[config.mk]
export PLATFORM = sky130hd
export DESIGN_NAME = lru_key_value_cache_flat
export DESIGN_NICKNAME = d
export VERILOG_FILES = /design/src/hdl/lkv_pkg.sv /design/src/hdl/lkv_req_if.sv /design/src/hdl/lkv_rsp_if.sv /design/src/hdl/lru_key_value_cache.sv /design/src/hdl/lkv_apb_cfg.sv /design/src/flat_wrapper.sv
export SDC_FILE = /design/constraint.sdc
export NUM_CORES = 2
export LEC_CHECK = 0
export ABC_AREA = 1
export BUFFER_PORTS_ARGS = -buffer_cell sky130_fd_sc_hd__buf_2
export CAP_MARGIN = 40
export CORE_MARGIN = 5
export CORE_UTILIZATION = 33
export CTS_CLUSTER_DIAMETER = 30
export DETAILED_ROUTE_END_ITERATION = 10
export GPL_TIMING_DRIVEN = 0
export SLEW_MARGIN = 20
export SYNTH_ARGS = -nofsm -noshare
export SYNTH_HDL_FRONTEND = slang
export SYNTH_SLANG_ARGS = --single-unit
[constraint.sdc]
create_clock -name clk_i -period 10 [get_ports clk_i]
set_input_delay 2 -clock clk_i [delete_from_list [all_inputs] [get_ports clk_i]]
set_output_delay 2 -clock clk_i [all_outputs]
set_load 0.1 [all_outputs]
[src/hdl/lkv_pkg.sv]
// ---------------------------------------------------------------------------
// lkv_pkg: shared constants for the LRU key/value cache
// Request mode codes, configuration register map and APB widths.
// ---------------------------------------------------------------------------
`default_nettype none

package lkv_pkg;

  localparam int unsigned MODE_W = 2;

  localparam logic [MODE_W-1:0] MODE_LOOKUP = 2'd0;
  localparam logic [MODE_W-1:0] MODE_PROBE  = 2'd1;
  localparam logic [MODE_W-1:0] MODE_INSERT = 2'd2;
  localparam logic [MODE_W-1:0] MODE_UNUSED = 2'd3;

  // One register at byte address 0; one more index bit so that writes
  // beyond the map decode to an unused index.
  localparam int unsigned APB_ADDR_W = 3;
  localparam int unsigned APB_DATA_W = 32;
  localparam int unsigned REG_IDX_W  = APB_ADDR_W - 2;

  localparam logic [REG_IDX_W-1:0] REG_CAPACITY = 1'b0;

  localparam int unsigned   CAP_BITS  = 5;
  localparam logic [CAP_BITS-1:0] CAP_RESET = 5'd16;

endpackage

`default_nettype wire

[src/hdl/lkv_req_if.sv]
// ---------------------------------------------------------------------------
// lkv_req_if: request channel of the LRU key/value cache
// Valid/ready channel carrying mode, key and value of one item.
// ---------------------------------------------------------------------------
`default_nettype none

interface lkv_req_if #(
  parameter int unsigned KEY_BITS   = 32,
  parameter int unsigned VALUE_BITS = 32
) ();
  logic                      valid;
  logic                      ready;
  logic [lkv_pkg::MODE_W-1:0] mode;
  logic [KEY_BITS-1:0]       key;
  logic [VALUE_BITS-1:0]     value;

  modport source (output valid, output mode, output key, output value, input ready);
  modport sink   (input valid, input mode, input key, input value, output ready);
endinterface

`default_nettype wire

[src/hdl/lkv_rsp_if.sv]
// ---------------------------------------------------------------------------
// lkv_rsp_if: response channel of the LRU key/value cache
// Valid/ready channel carrying hit, read value and eviction report.
// ---------------------------------------------------------------------------
`default_nettype none

interface lkv_rsp_if #(
  parameter int unsigned KEY_BITS   = 32,
  parameter int unsigned VALUE_BITS = 32
) ();
  logic                  valid;
  logic                  ready;
  logic                  hit;
  logic [VALUE_BITS-1:0] read_value;
  logic                  evicted;
  logic [KEY_BITS-1:0]   evicted_key;

  modport source (output valid, output hit, output read_value, output evicted,
                  output evicted_key, input ready);
  modport sink   (input valid, input hit, input read_value, input evicted,
                  input evicted_key, output ready);
endinterface

`default_nettype wire

[src/hdl/lru_key_value_cache.sv]
// ---------------------------------------------------------------------------
// lru_key_value_cache: fully associative key/value cache with LRU replacement
// Lookup, probe and insert over ENTRIES slots; keys and values in RAM,
// valid bits and recency ranks in flip-flops.
// ---------------------------------------------------------------------------
//  channel   direction  handshake          payload
//  req_i     in         valid/ready        mode, key, value
//  rsp_o     out        valid/ready        hit, read_value, evicted, evicted_key
//  apb       in         psel/penable       capacity register at address 0
//
//  The cache takes a new item only once the last one has finished:
//  the key RAM has one read port, so the scan reads one slot per cycle,
//  followed by last-compare, decide, apply and result states.
//  After reset the cache is empty and the capacity is 16.
//  A result waits in the output register; a stalled output holds the next
//  item in its final cycle until the register frees up.
// ---------------------------------------------------------------------------
`default_nettype none

module lru_key_value_cache #(
  parameter int unsigned ENTRIES    = 16,
  parameter int unsigned KEY_BITS   = 32,
  parameter int unsigned VALUE_BITS = 32
) (
  input  wire logic                           clk_i,
  input  wire logic                           rst_ni,
  lkv_req_if.sink                             req_i,
  lkv_rsp_if.source                           rsp_o,
  input  wire logic                           psel,
  input  wire logic                           penable,
  input  wire logic                           pwrite,
  input  wire logic [lkv_pkg::APB_ADDR_W-1:0] paddr,
  input  wire logic [lkv_pkg::APB_DATA_W-1:0] pwdata,
  output logic      [lkv_pkg::APB_DATA_W-1:0] prdata,
  output logic                                pready
);

  localparam int unsigned IdxW = $clog2(ENTRIES);
  localparam int unsigned CntW = $clog2(ENTRIES + 1);
  localparam int unsigned CmpW = (CntW > lkv_pkg::CAP_BITS) ? CntW : lkv_pkg::CAP_BITS;
  localparam logic [IdxW-1:0] LastIdx = IdxW'(ENTRIES - 1);

  localparam logic [2:0] ST_IDLE   = 3'd0;
  localparam logic [2:0] ST_SCAN   = 3'd1;
  localparam logic [2:0] ST_LAST   = 3'd2;
  localparam logic [2:0] ST_DECIDE = 3'd3;
  localparam logic [2:0] ST_APPLY  = 3'd4;
  localparam logic [2:0] ST_FINISH = 3'd5;

  logic [lkv_pkg::CAP_BITS-1:0] cap;
  logic [CmpW-1:0]              cap_w;
  logic [CmpW-1:0]              cap_eff;

  lkv_apb_cfg u_cfg (
    .clk_i   (clk_i),
    .rst_ni  (rst_ni),
    .psel    (psel),
    .penable (penable),
    .pwrite  (pwrite),
    .paddr   (paddr),
    .pwdata  (pwdata),
    .prdata  (prdata),
    .pready  (pready),
    .cap_o   (cap)
  );

  // Key and value storage
  logic [KEY_BITS-1:0]   key_mem [ENTRIES];
  logic [VALUE_BITS-1:0] val_mem [ENTRIES];
  logic [KEY_BITS-1:0]   key_rd_q;
  logic [VALUE_BITS-1:0] val_rd_q;
  logic [IdxW-1:0]       rd_addr;
  logic [IdxW-1:0]       wr_addr;
  logic                  key_we;
  logic                  val_we;

  // Control and bookkeeping
  logic [2:0]                  state_q, state_d;
  logic [IdxW-1:0]             idx_q, idx_d;
  logic                        cmp_v_q, cmp_v_d;
  logic [IdxW-1:0]             cmp_idx_q, cmp_idx_d;
  logic [lkv_pkg::MODE_W-1:0]  mode_q, mode_d;
  logic [KEY_BITS-1:0]         key_q, key_d;
  logic [VALUE_BITS-1:0]       value_q, value_d;
  logic                        found_q, found_d;
  logic [IdxW-1:0]             found_idx_q, found_idx_d;
  logic                        free_v_q, free_v_d;
  logic [IdxW-1:0]             free_idx_q, free_idx_d;
  logic                        old_v_q, old_v_d;
  logic [IdxW-1:0]             old_idx_q, old_idx_d;
  logic [IdxW-1:0]             old_rank_q, old_rank_d;
  logic                        evict_q, evict_d;
  logic [ENTRIES-1:0]          valid_q, valid_d;
  logic [IdxW-1:0]             rank_q [ENTRIES];
  logic [IdxW-1:0]             rank_d [ENTRIES];
  logic [CntW-1:0]             count_q, count_d;
  logic [IdxW-1:0]             found_rank;
  logic [IdxW-1:0]             ins_slot;

  logic                  res_hit_q, res_hit_d;
  logic [VALUE_BITS-1:0] res_rd_q, res_rd_d;
  logic                  res_ev_q, res_ev_d;
  logic [KEY_BITS-1:0]   res_evk_q, res_evk_d;

  logic                  rsp_valid_q, rsp_valid_d;
  logic                  rsp_hit_q, rsp_hit_d;
  logic [VALUE_BITS-1:0] rsp_rd_q, rsp_rd_d;
  logic                  rsp_ev_q, rsp_ev_d;
  logic [KEY_BITS-1:0]   rsp_evk_q, rsp_evk_d;

  assign cap_w = CmpW'(cap);

  always_comb begin
    cap_eff = cap_w;
    if (cap_w == '0) begin
      cap_eff = CmpW'(1);
    end else if (cap_w > CmpW'(ENTRIES)) begin
      cap_eff = CmpW'(ENTRIES);
    end
  end

  assign found_rank = rank_q[found_idx_q];

  // The new entry goes into the lowest free slot once the victim is gone.
  assign ins_slot = (evict_q && (!free_v_q || (old_idx_q < free_idx_q))) ? old_idx_q
                                                                         : free_idx_q;

  assign req_i.ready = (state_q == ST_IDLE);

  always_comb begin
    state_d     = state_q;
    idx_d       = idx_q;
    cmp_v_d     = 1'b0;
    cmp_idx_d   = cmp_idx_q;
    mode_d      = mode_q;
    key_d       = key_q;
    value_d     = value_q;
    found_d     = found_q;
    found_idx_d = found_idx_q;
    free_v_d    = free_v_q;
    free_idx_d  = free_idx_q;
    old_v_d     = old_v_q;
    old_idx_d   = old_idx_q;
    old_rank_d  = old_rank_q;
    evict_d     = evict_q;
    valid_d     = valid_q;
    rank_d      = rank_q;
    count_d     = count_q;
    rd_addr     = idx_q;
    wr_addr     = found_idx_q;
    key_we      = 1'b0;
    val_we      = 1'b0;
    res_hit_d   = res_hit_q;
    res_rd_d    = res_rd_q;
    res_ev_d    = res_ev_q;
    res_evk_d   = res_evk_q;
    rsp_valid_d = rsp_valid_q & ~rsp_o.ready;
    rsp_hit_d   = rsp_hit_q;
    rsp_rd_d    = rsp_rd_q;
    rsp_ev_d    = rsp_ev_q;
    rsp_evk_d   = rsp_evk_q;

    // Key compare on the registered read data, in the cycle after the read address; the first match wins.
    if (cmp_v_q && valid_q[cmp_idx_q] && (key_rd_q == key_q) && !found_q) begin
      found_d     = 1'b1;
      found_idx_d = cmp_idx_q;
    end

    case (state_q)
      ST_IDLE: begin
        if (req_i.valid) begin
          mode_d   = req_i.mode;
          key_d    = req_i.key;
          value_d  = req_i.value;
          idx_d    = '0;
          found_d  = 1'b0;
          free_v_d = 1'b0;
          old_v_d  = 1'b0;
          state_d  = ST_SCAN;
        end
      end
      ST_SCAN: begin
        rd_addr   = idx_q;
        cmp_v_d   = 1'b1;
        cmp_idx_d = idx_q;
        if (valid_q[idx_q]) begin
          if (!old_v_q || (rank_q[idx_q] > old_rank_q)) begin
            old_v_d    = 1'b1;
            old_idx_d  = idx_q;
            old_rank_d = rank_q[idx_q];
          end
        end else if (!free_v_q) begin
          free_v_d   = 1'b1;
          free_idx_d = idx_q;
        end
        if (idx_q == LastIdx) begin
          state_d = ST_LAST;
        end else begin
          idx_d = idx_q + 1'b1;
        end
      end
      ST_LAST: begin
        state_d = ST_DECIDE;
      end
      ST_DECIDE: begin
        evict_d = (mode_q == lkv_pkg::MODE_INSERT) && !found_q && old_v_q &&
                  (CmpW'(count_q) >= cap_eff);
        rd_addr = (mode_q == lkv_pkg::MODE_LOOKUP) ? found_idx_q : old_idx_q;
        state_d = ST_APPLY;
      end
      ST_APPLY: begin
        res_hit_d = found_q && (mode_q != lkv_pkg::MODE_UNUSED);
        res_rd_d  = (found_q && (mode_q == lkv_pkg::MODE_LOOKUP)) ? val_rd_q : '0;
        res_ev_d  = evict_q;
        res_evk_d = evict_q ? key_rd_q : '0;
        if (found_q && ((mode_q == lkv_pkg::MODE_LOOKUP) ||
                        (mode_q == lkv_pkg::MODE_INSERT))) begin
          // Entries more recent than the hit age by one.
          for (int i = 0; i < ENTRIES; i++) begin
            if (valid_q[i] && (IdxW'(i) != found_idx_q) && (rank_q[i] < found_rank)) begin
              rank_d[i] = rank_q[i] + 1'b1;
            end
          end
          rank_d[found_idx_q] = '0;
          if (mode_q == lkv_pkg::MODE_INSERT) begin
            val_we  = 1'b1;
            wr_addr = found_idx_q;
          end
        end else if (!found_q && (mode_q == lkv_pkg::MODE_INSERT)) begin
          for (int i = 0; i < ENTRIES; i++) begin
            if (valid_q[i] && !(evict_q && (IdxW'(i) == old_idx_q))) begin
              rank_d[i] = rank_q[i] + 1'b1;
            end
          end
          if (evict_q) begin
            valid_d[old_idx_q] = 1'b0;
          end else begin
            count_d = count_q + 1'b1;
          end
          valid_d[ins_slot] = 1'b1;
          rank_d[ins_slot]  = '0;
          key_we  = 1'b1;
          val_we  = 1'b1;
          wr_addr = ins_slot;
        end
        state_d = ST_FINISH;
      end
      ST_FINISH: begin
        if (!rsp_valid_q || rsp_o.ready) begin
          rsp_valid_d = 1'b1;
          rsp_hit_d   = res_hit_q;
          rsp_rd_d    = res_rd_q;
          rsp_ev_d    = res_ev_q;
          rsp_evk_d   = res_evk_q;
          state_d     = ST_IDLE;
        end
      end
      default: begin
        state_d = ST_IDLE;
      end
    endcase
  end

  always_ff @(posedge clk_i) begin
    if (key_we) begin
      key_mem[wr_addr] <= key_q;
    end
    if (val_we) begin
      val_mem[wr_addr] <= value_q;
    end
    key_rd_q <= key_mem[rd_addr];
    val_rd_q <= val_mem[rd_addr];
  end

  always_ff @(posedge clk_i or negedge rst_ni) begin
    if (!rst_ni) begin
      state_q     <= ST_IDLE;
      cmp_v_q     <= 1'b0;
      valid_q     <= '0;
      count_q     <= '0;
      rsp_valid_q <= 1'b0;
      for (int i = 0; i < ENTRIES; i++) begin
        rank_q[i] <= '0;
      end
    end else begin
      state_q     <= state_d;
      cmp_v_q     <= cmp_v_d;
      valid_q     <= valid_d;
      count_q     <= count_d;
      rsp_valid_q <= rsp_valid_d;
      rank_q      <= rank_d;
    end
  end

  always_ff @(posedge clk_i) begin
    idx_q       <= idx_d;
    cmp_idx_q   <= cmp_idx_d;
    mode_q      <= mode_d;
    key_q       <= key_d;
    value_q     <= value_d;
    found_q     <= found_d;
    found_idx_q <= found_idx_d;
    free_v_q    <= free_v_d;
    free_idx_q  <= free_idx_d;
    old_v_q     <= old_v_d;
    old_idx_q   <= old_idx_d;
    old_rank_q  <= old_rank_d;
    evict_q     <= evict_d;
    res_hit_q   <= res_hit_d;
    res_rd_q    <= res_rd_d;
    res_ev_q    <= res_ev_d;
    res_evk_q   <= res_evk_d;
    rsp_hit_q   <= rsp_hit_d;
    rsp_rd_q    <= rsp_rd_d;
    rsp_ev_q    <= rsp_ev_d;
    rsp_evk_q   <= rsp_evk_d;
  end

  assign rsp_o.valid       = rsp_valid_q;
  assign rsp_o.hit         = rsp_hit_q;
  assign rsp_o.read_value  = rsp_rd_q;
  assign rsp_o.evicted     = rsp_ev_q;
  assign rsp_o.evicted_key = rsp_evk_q;

endmodule

`default_nettype wire

[src/hdl/lkv_apb_cfg.sv]
// ---------------------------------------------------------------------------
// lkv_apb_cfg: APB configuration register block
// Holds the capacity register; writes complete in the access phase.
// ---------------------------------------------------------------------------
`default_nettype none

module lkv_apb_cfg (
  input  wire logic                           clk_i,
  input  wire logic                           rst_ni,
  input  wire logic                           psel,
  input  wire logic                           penable,
  input  wire logic                           pwrite,
  input  wire logic [lkv_pkg::APB_ADDR_W-1:0] paddr,
  input  wire logic [lkv_pkg::APB_DATA_W-1:0] pwdata,
  output logic      [lkv_pkg::APB_DATA_W-1:0] prdata,
  output logic                                pready,
  output logic      [lkv_pkg::CAP_BITS-1:0]   cap_o
);

  logic [lkv_pkg::CAP_BITS-1:0]  cap_q;
  logic [lkv_pkg::CAP_BITS-1:0]  cap_d;
  logic [lkv_pkg::REG_IDX_W-1:0] reg_idx;
  logic                          wr_en;

  assign pready  = 1'b1;
  assign reg_idx = paddr[lkv_pkg::APB_ADDR_W-1:2];
  assign wr_en   = psel & penable & pwrite & pready;

  always_comb begin
    cap_d = cap_q;
    if (wr_en && (reg_idx == lkv_pkg::REG_CAPACITY)) begin
      cap_d = pwdata[lkv_pkg::CAP_BITS-1:0];
    end
  end

  always_comb begin
    prdata = '0;
    if (reg_idx == lkv_pkg::REG_CAPACITY) begin
      prdata = {{(lkv_pkg::APB_DATA_W - lkv_pkg::CAP_BITS){1'b0}}, cap_q};
    end
  end

  always_ff @(posedge clk_i or negedge rst_ni) begin
    if (!rst_ni) begin
      cap_q <= lkv_pkg::CAP_RESET;
    end else begin
      cap_q <= cap_d;
    end
  end

  assign cap_o = cap_q;

endmodule

`default_nettype wire

[src/flat_wrapper.sv]
// flat-port wrapper written by rule: the top's interface ports become plain ports
module lru_key_value_cache_flat 
#(
  parameter int unsigned ENTRIES    = 16,
  parameter int unsigned KEY_BITS   = 32,
  parameter int unsigned VALUE_BITS = 32
)
  (clk_i, rst_ni, psel, penable, pwrite, paddr, pwdata, prdata, pready, req_i_valid, req_i_mode, req_i_key, req_i_value, req_i_ready, rsp_o_valid, rsp_o_hit, rsp_o_read_value, rsp_o_evicted, rsp_o_evicted_key, rsp_o_ready);
  lkv_req_if #(.KEY_BITS(KEY_BITS), .VALUE_BITS(VALUE_BITS)) req_i_i ();
  lkv_rsp_if #(.KEY_BITS(KEY_BITS), .VALUE_BITS(VALUE_BITS)) rsp_o_i ();
  input  wire logic clk_i;
  input  wire logic rst_ni;
  input  wire logic psel;
  input  wire logic penable;
  input  wire logic pwrite;
  input  wire logic [lkv_pkg::APB_ADDR_W-1:0] paddr;
  input  wire logic [lkv_pkg::APB_DATA_W-1:0] pwdata;
  output logic      [lkv_pkg::APB_DATA_W-1:0] prdata;
  output logic pready;
  input wire logic [$bits(req_i_i.valid)-1:0] req_i_valid;
  input wire logic [$bits(req_i_i.mode)-1:0] req_i_mode;
  input wire logic [$bits(req_i_i.key)-1:0] req_i_key;
  input wire logic [$bits(req_i_i.value)-1:0] req_i_value;
  output wire logic [$bits(req_i_i.ready)-1:0] req_i_ready;
  output wire logic [$bits(rsp_o_i.valid)-1:0] rsp_o_valid;
  output wire logic [$bits(rsp_o_i.hit)-1:0] rsp_o_hit;
  output wire logic [$bits(rsp_o_i.read_value)-1:0] rsp_o_read_value;
  output wire logic [$bits(rsp_o_i.evicted)-1:0] rsp_o_evicted;
  output wire logic [$bits(rsp_o_i.evicted_key)-1:0] rsp_o_evicted_key;
  input wire logic [$bits(rsp_o_i.ready)-1:0] rsp_o_ready;
  assign req_i_i.valid = req_i_valid;
  assign req_i_i.mode = req_i_mode;
  assign req_i_i.key = req_i_key;
  assign req_i_i.value = req_i_value;
  assign req_i_ready = req_i_i.ready;
  assign rsp_o_valid = rsp_o_i.valid;
  assign rsp_o_hit = rsp_o_i.hit;
  assign rsp_o_read_value = rsp_o_i.read_value;
  assign rsp_o_evicted = rsp_o_i.evicted;
  assign rsp_o_evicted_key = rsp_o_i.evicted_key;
  assign rsp_o_i.ready = rsp_o_ready;
  lru_key_value_cache #(.ENTRIES(ENTRIES), .KEY_BITS(KEY_BITS), .VALUE_BITS(VALUE_BITS)) u_core (.clk_i(clk_i), .rst_ni(rst_ni), .req_i(req_i_i), .rsp_o(rsp_o_i), .psel(psel), .penable(penable), .pwrite(pwrite), .paddr(paddr), .pwdata(pwdata), .prdata(prdata), .pready(pready));
endmodule
==> results by group <==
Route
  • Detail Route Antenna Nets: 0
  • Wire per inst: 24.6 um
  • Vias post-DR: 43,800
  • Drt drc: 0
  • DRT iter0 DRCs: 4,576
  • WL final: 202,000 um
  • DRT Pass-1 Iters: 5
  • Vias/cell: 5.35

Final layout
  • Area grow syn2layout: 28.8%
  • Fill count: 16,400
  • Layout cell share with drive strength beyond 1: 0.193
  • FF+latch area: 41,200 um^2
  • Utilization after layout: 0.428
  • Multi-input gate area: 16,200 um^2
  • # nets final: 5,754

Timing
  • Setup TNS: 0 ps
  • Max_slew headroom: 0.373
  • Actual slew at the worst max-slew pin: 938 ps
  • RSZ-0062 raised after global routing: no
  • Final count of negative-setup-slack endpoints: 0
  • Setup Skew: 90.7 ps
  • Final Max Tran Viols: 0
  • Final Hold Fails: 0
  • Max frequency: 203 MHz
  • Min Tclk post-route: 4940 ps
  • Final period util: 0.494

Clocking
  • Post-CTS sizing: 0
  • Worst-path clk slew: 40 ps
  • Clk Tree Root Cell: clkbuf_16
  • CTS tree: yes
  • CTS max path bufs: 4
  • Hold bufs inserted after CTS: 0
  • Postcts setup bufs: 0
  • H-tree Lvls: 5
  • CTS sink cnt: 1,409
  • Worst skew pair latency: 930 ps
  • Total CTS buffers: 337

Global route
  • Antenna violations before repair: 6
  • Number of global-route vias before repair: 42,700
  • First-pass GRT wire length: 289,000 um
  • All-layer global routing usage: 0.208
  • Gr ovfl total: 0
  • Largest net degree at the start of global routing: 63

Setup path
  • Crit-path max FO: 10
  • Critical Path Start Type: flip-flop
  • Worst Path Required: 10,750 ps
  • Worst Reg-to-Reg Cells: 16
  • Kind of critical path: reg2reg
  • CP endpoint kind: flip-flop
  • Arrival @ worst endpoint: 5680 ps

Status
  • Outcome: finished clean

Synthesis
  • Seq cells post-synth: 1,409
  • Xor/xnor cell area share of the yosys netlist: 0.00780
  • Post-Synthesis Cells: 4,913
  • Post-synthesis simple-gate area fraction: 0.104
  • Sequential area share after synthesis: 0.692
  • Synth Cell Area: 59,500 um^2
  • Post-Syn Area per Cell: 12.1 um^2
  • Synth cell types: 52
  • Asr flop ratio synth: 0.0674
  • Top_reg_cell synth: edfxtp_1
  • Post-synth EDFFs: 1,249
  • Largest family of logic cells by synthesized area: compound AO/OA/AOI/OAI gates
  • Mux contribution to synthesized area: 0.00120
  • Synth Area in Adders: 0.0164
  • Synth warnings: 0
  • Complex-gate fraction of the synthesized area: 0.136

Placement
  • Gpl congestion: 0.971
  • Port-buffer cells: 151
  • Hpwl dp: 141,000 um

Floorplanning
  • Initial cell density of the core: 0.332
  • Chip height: 435 um
  • I/O Pins: 209
  • Site row count: 155
  • Die W: 435 um
  • Die area: 189,000 um^2
  • Core Box Area: 179,000 um^2

Power and ir drop
  • Peak VDD IR: 0.225 mV
  • Cell Pwr Density: 344 nW/um^2
  • Leak Pwr: 27.6 nW

Run
  • Max Cap Violations: 0

Min path
  • WHS Path Cells: 0
  • Min-Delay Path Class: reg2reg
==> path summary, 6_finish.rpt <==
kind / from / end / slack [ps]
min: u_core.res_evk_q[6] / u_core.rsp_o.evicted_key[6] / 390
max: u_core.found_idx_q[0] / u_core.rank_q[40] / 5060
max reg2reg: u_core.found_idx_q[0] / u_core.rank_q[40] / 5060
min reg2reg: u_core.res_evk_q[6] / u_core.rsp_o.evicted_key[6] / 390
min in group asynchronous: rst_ni / u_core.rank_q[10] / 1030
max in group asynchronous: rst_ni / u_core.rank_q[21] / 8240
==> flip-flops by register name, indices dropped and copies added (netlist names), 32 cells and up <==
signal and cells:
u_core.res_rd_q 32, u_core.val_mem 512, u_core.rsp_o.evicted_key 32, u_core.rsp_o.read_value 32
u_core.val_rd_q 32, u_core.key_mem 512, u_core.key_q 32, u_core.rank_q 64
u_core.value_q 32, u_core.res_evk_q 32, u_core.key_rd_q 32
==> where the power goes <==
part | leakage, nW | internal (mW) | total [mW] | switching (mW)
Combinational | 9.11 | 2.21 | 7.99 | 5.77
Clock | 5.47 | 7.47 | 10.7 | 3.28
Sequential | 13.1 | 7.02 | 7.61 | 0.597
==> metrics by stage <==
| stage | setup slack [ps] | total power [mW] | std cells | instance area [um^2] | hold slack (ps) |
|---|---|---|---|---|---|
| 3_3_place_gp | -3860 | 15.4 | 7445 | 63300 | 401 |
| 5_1_grt | 4880 | 27.4 | 8186 | 76600 | 381 |
| 4_1_cts | 5090 | 26.3 | 8175 | 76600 | 377 |
| 2_1_floorplan | 2820 | 12.2 | 4939 | 59600 | 400 |
| 3_5_place_dp | 5160 | 15.5 | 7573 | 65300 | 405 |
| 6_report | 5060 | 26.3 | 8187 | 76600 | 390 |
==> cells in the mapped netlist (all sizes together), types with 2 or more instances <==
library cell / number / area share
a2111oi: 17 / 0.0033
a211oi: 16 / 0.0020
a21oi: 247 / 0.021
a221oi: 5 / 0.00074
a22o: 3 / 0.00044
a22oi: 6 / 0.00076
a311o: 3 / 0.00050
a31oi: 4 / 0.00042
buf: 123 / 0.012
clkbuf: 169 / 0.011
clkinv: 2 / 0.00013
conb: 2 / 0.00013
dfrtp: 94 / 0.040
dfxtp: 65 / 0.022
edfxtp: 1249 / 0.63
ha: 78 / 0.016
inv: 316 / 0.020
mux2i: 6 / 0.0010
nand2: 358 / 0.023
nand3: 212 / 0.018
nand4: 8 / 0.00084
nor2: 523 / 0.033
nor3: 26 / 0.0024
nor4: 3 / 0.00032
o211ai: 207 / 0.026
o21ai: 660 / 0.056
o221ai: 87 / 0.013
o22ai: 115 / 0.012
or2: 251 / 0.026
xnor2: 23 / 0.0034
xor2: 30 / 0.0044
==> cell usage in the layout (no fill, tap or decap), types with 14 or more instances in the layout <==
cell | synthesis | final
buf_16 | 0 | 21
clkbuf_16 | 0 | 346
bufinv_16 | 0 | 40
clkinvlp_4 | 0 | 21
buf_12 | 0 | 20
nor3_2 | 0 | 14
a211oi_1 | 16 | 16
or2_2 | 154 | 154
o211ai_1 | 207 | 207
buf_6 | 5 | 31
o22ai_1 | 115 | 115
ha_1 | 78 | 78
xnor2_1 | 23 | 23
a21oi_1 | 247 | 246
buf_2 | 67 | 219
o221ai_1 | 87 | 87
conb_1 | 2 | 28
inv_1 | 306 | 306
clkinv_1 | 2 | 33
buf_4 | 35 | 91
nand3_1 | 212 | 212
dfrtp_1 | 94 | 94
or2_1 | 91 | 91
edfxtp_1 | 1249 | 1249
clkbuf_1 | 167 | 223
clkbuf_8 | 0 | 26
dfxtp_1 | 65 | 65
nor2_4 | 0 | 20
xor2_1 | 30 | 30
buf_1 | 16 | 19
o21ai_0 | 577 | 577
nand2_1 | 355 | 355
nor2_1 | 522 | 502
o21ai_1 | 81 | 81
clkinv_2 | 0 | 58
==> critical path, stage by stage, from the launching register on <==
cell and delay [ps]:
edfxtp_1 490, buf_2 270, nand2_1 350, clkbuf_1 610
o22ai_1 150, o21ai_0 390, nand2_1 150, a221oi_4 420
buf_6 230, buf_6 170, ha_1 250, a2111oi_1 670
clkbuf_1 200, nand2_1 120, nand2_1 80, nand3_1 70
a21oi_1 160
==> layer usage <==
| metal | wire length (um) | vias to the layer above | global-route usage | share of wire |
|---|---|---|---|---|
| li1 | - | 19400 | - | - |
| met1 | 76900 | 21500 | 0.257 | 0.38 |
| met2 | 97100 | 2415 | 0.349 | 0.48 |
| met3 | 18400 | 573 | 0.0476 | 0.091 |
| met4 | 9100 | 4 | 0.0918 | 0.045 |
| met5 | 27 | - | 0 | 0.00013 |
==> kinds of logic (layout without fill, tap and decap cells) <==
logic type	count (synthesis)	count (layout)
other	2	29
AO/OA/AOI/OAI	1373	1373
AND/OR/NAND/NOR	1381	1381
XOR/XNOR	53	53
flip-flops	1409	1409
adder cells (fa/ha/maj)	78	78
multiplexers	7	7
buffers and inverters	610	1502
==> area by class of cell <==
cell class	instances	share of cell area
repair buffers	290	0.0334
flip-flops and latches	1409	0.538
diodes	1	0.0000327
well taps	2355	0.0385
multi-input cells	2920	0.211
clock inverters	173	0.0259
plain buffers	292	0.0177
inverters	318	0.0156
clock buffers	429	0.120
No activity file was read; power rests on OpenSTA's default activity.
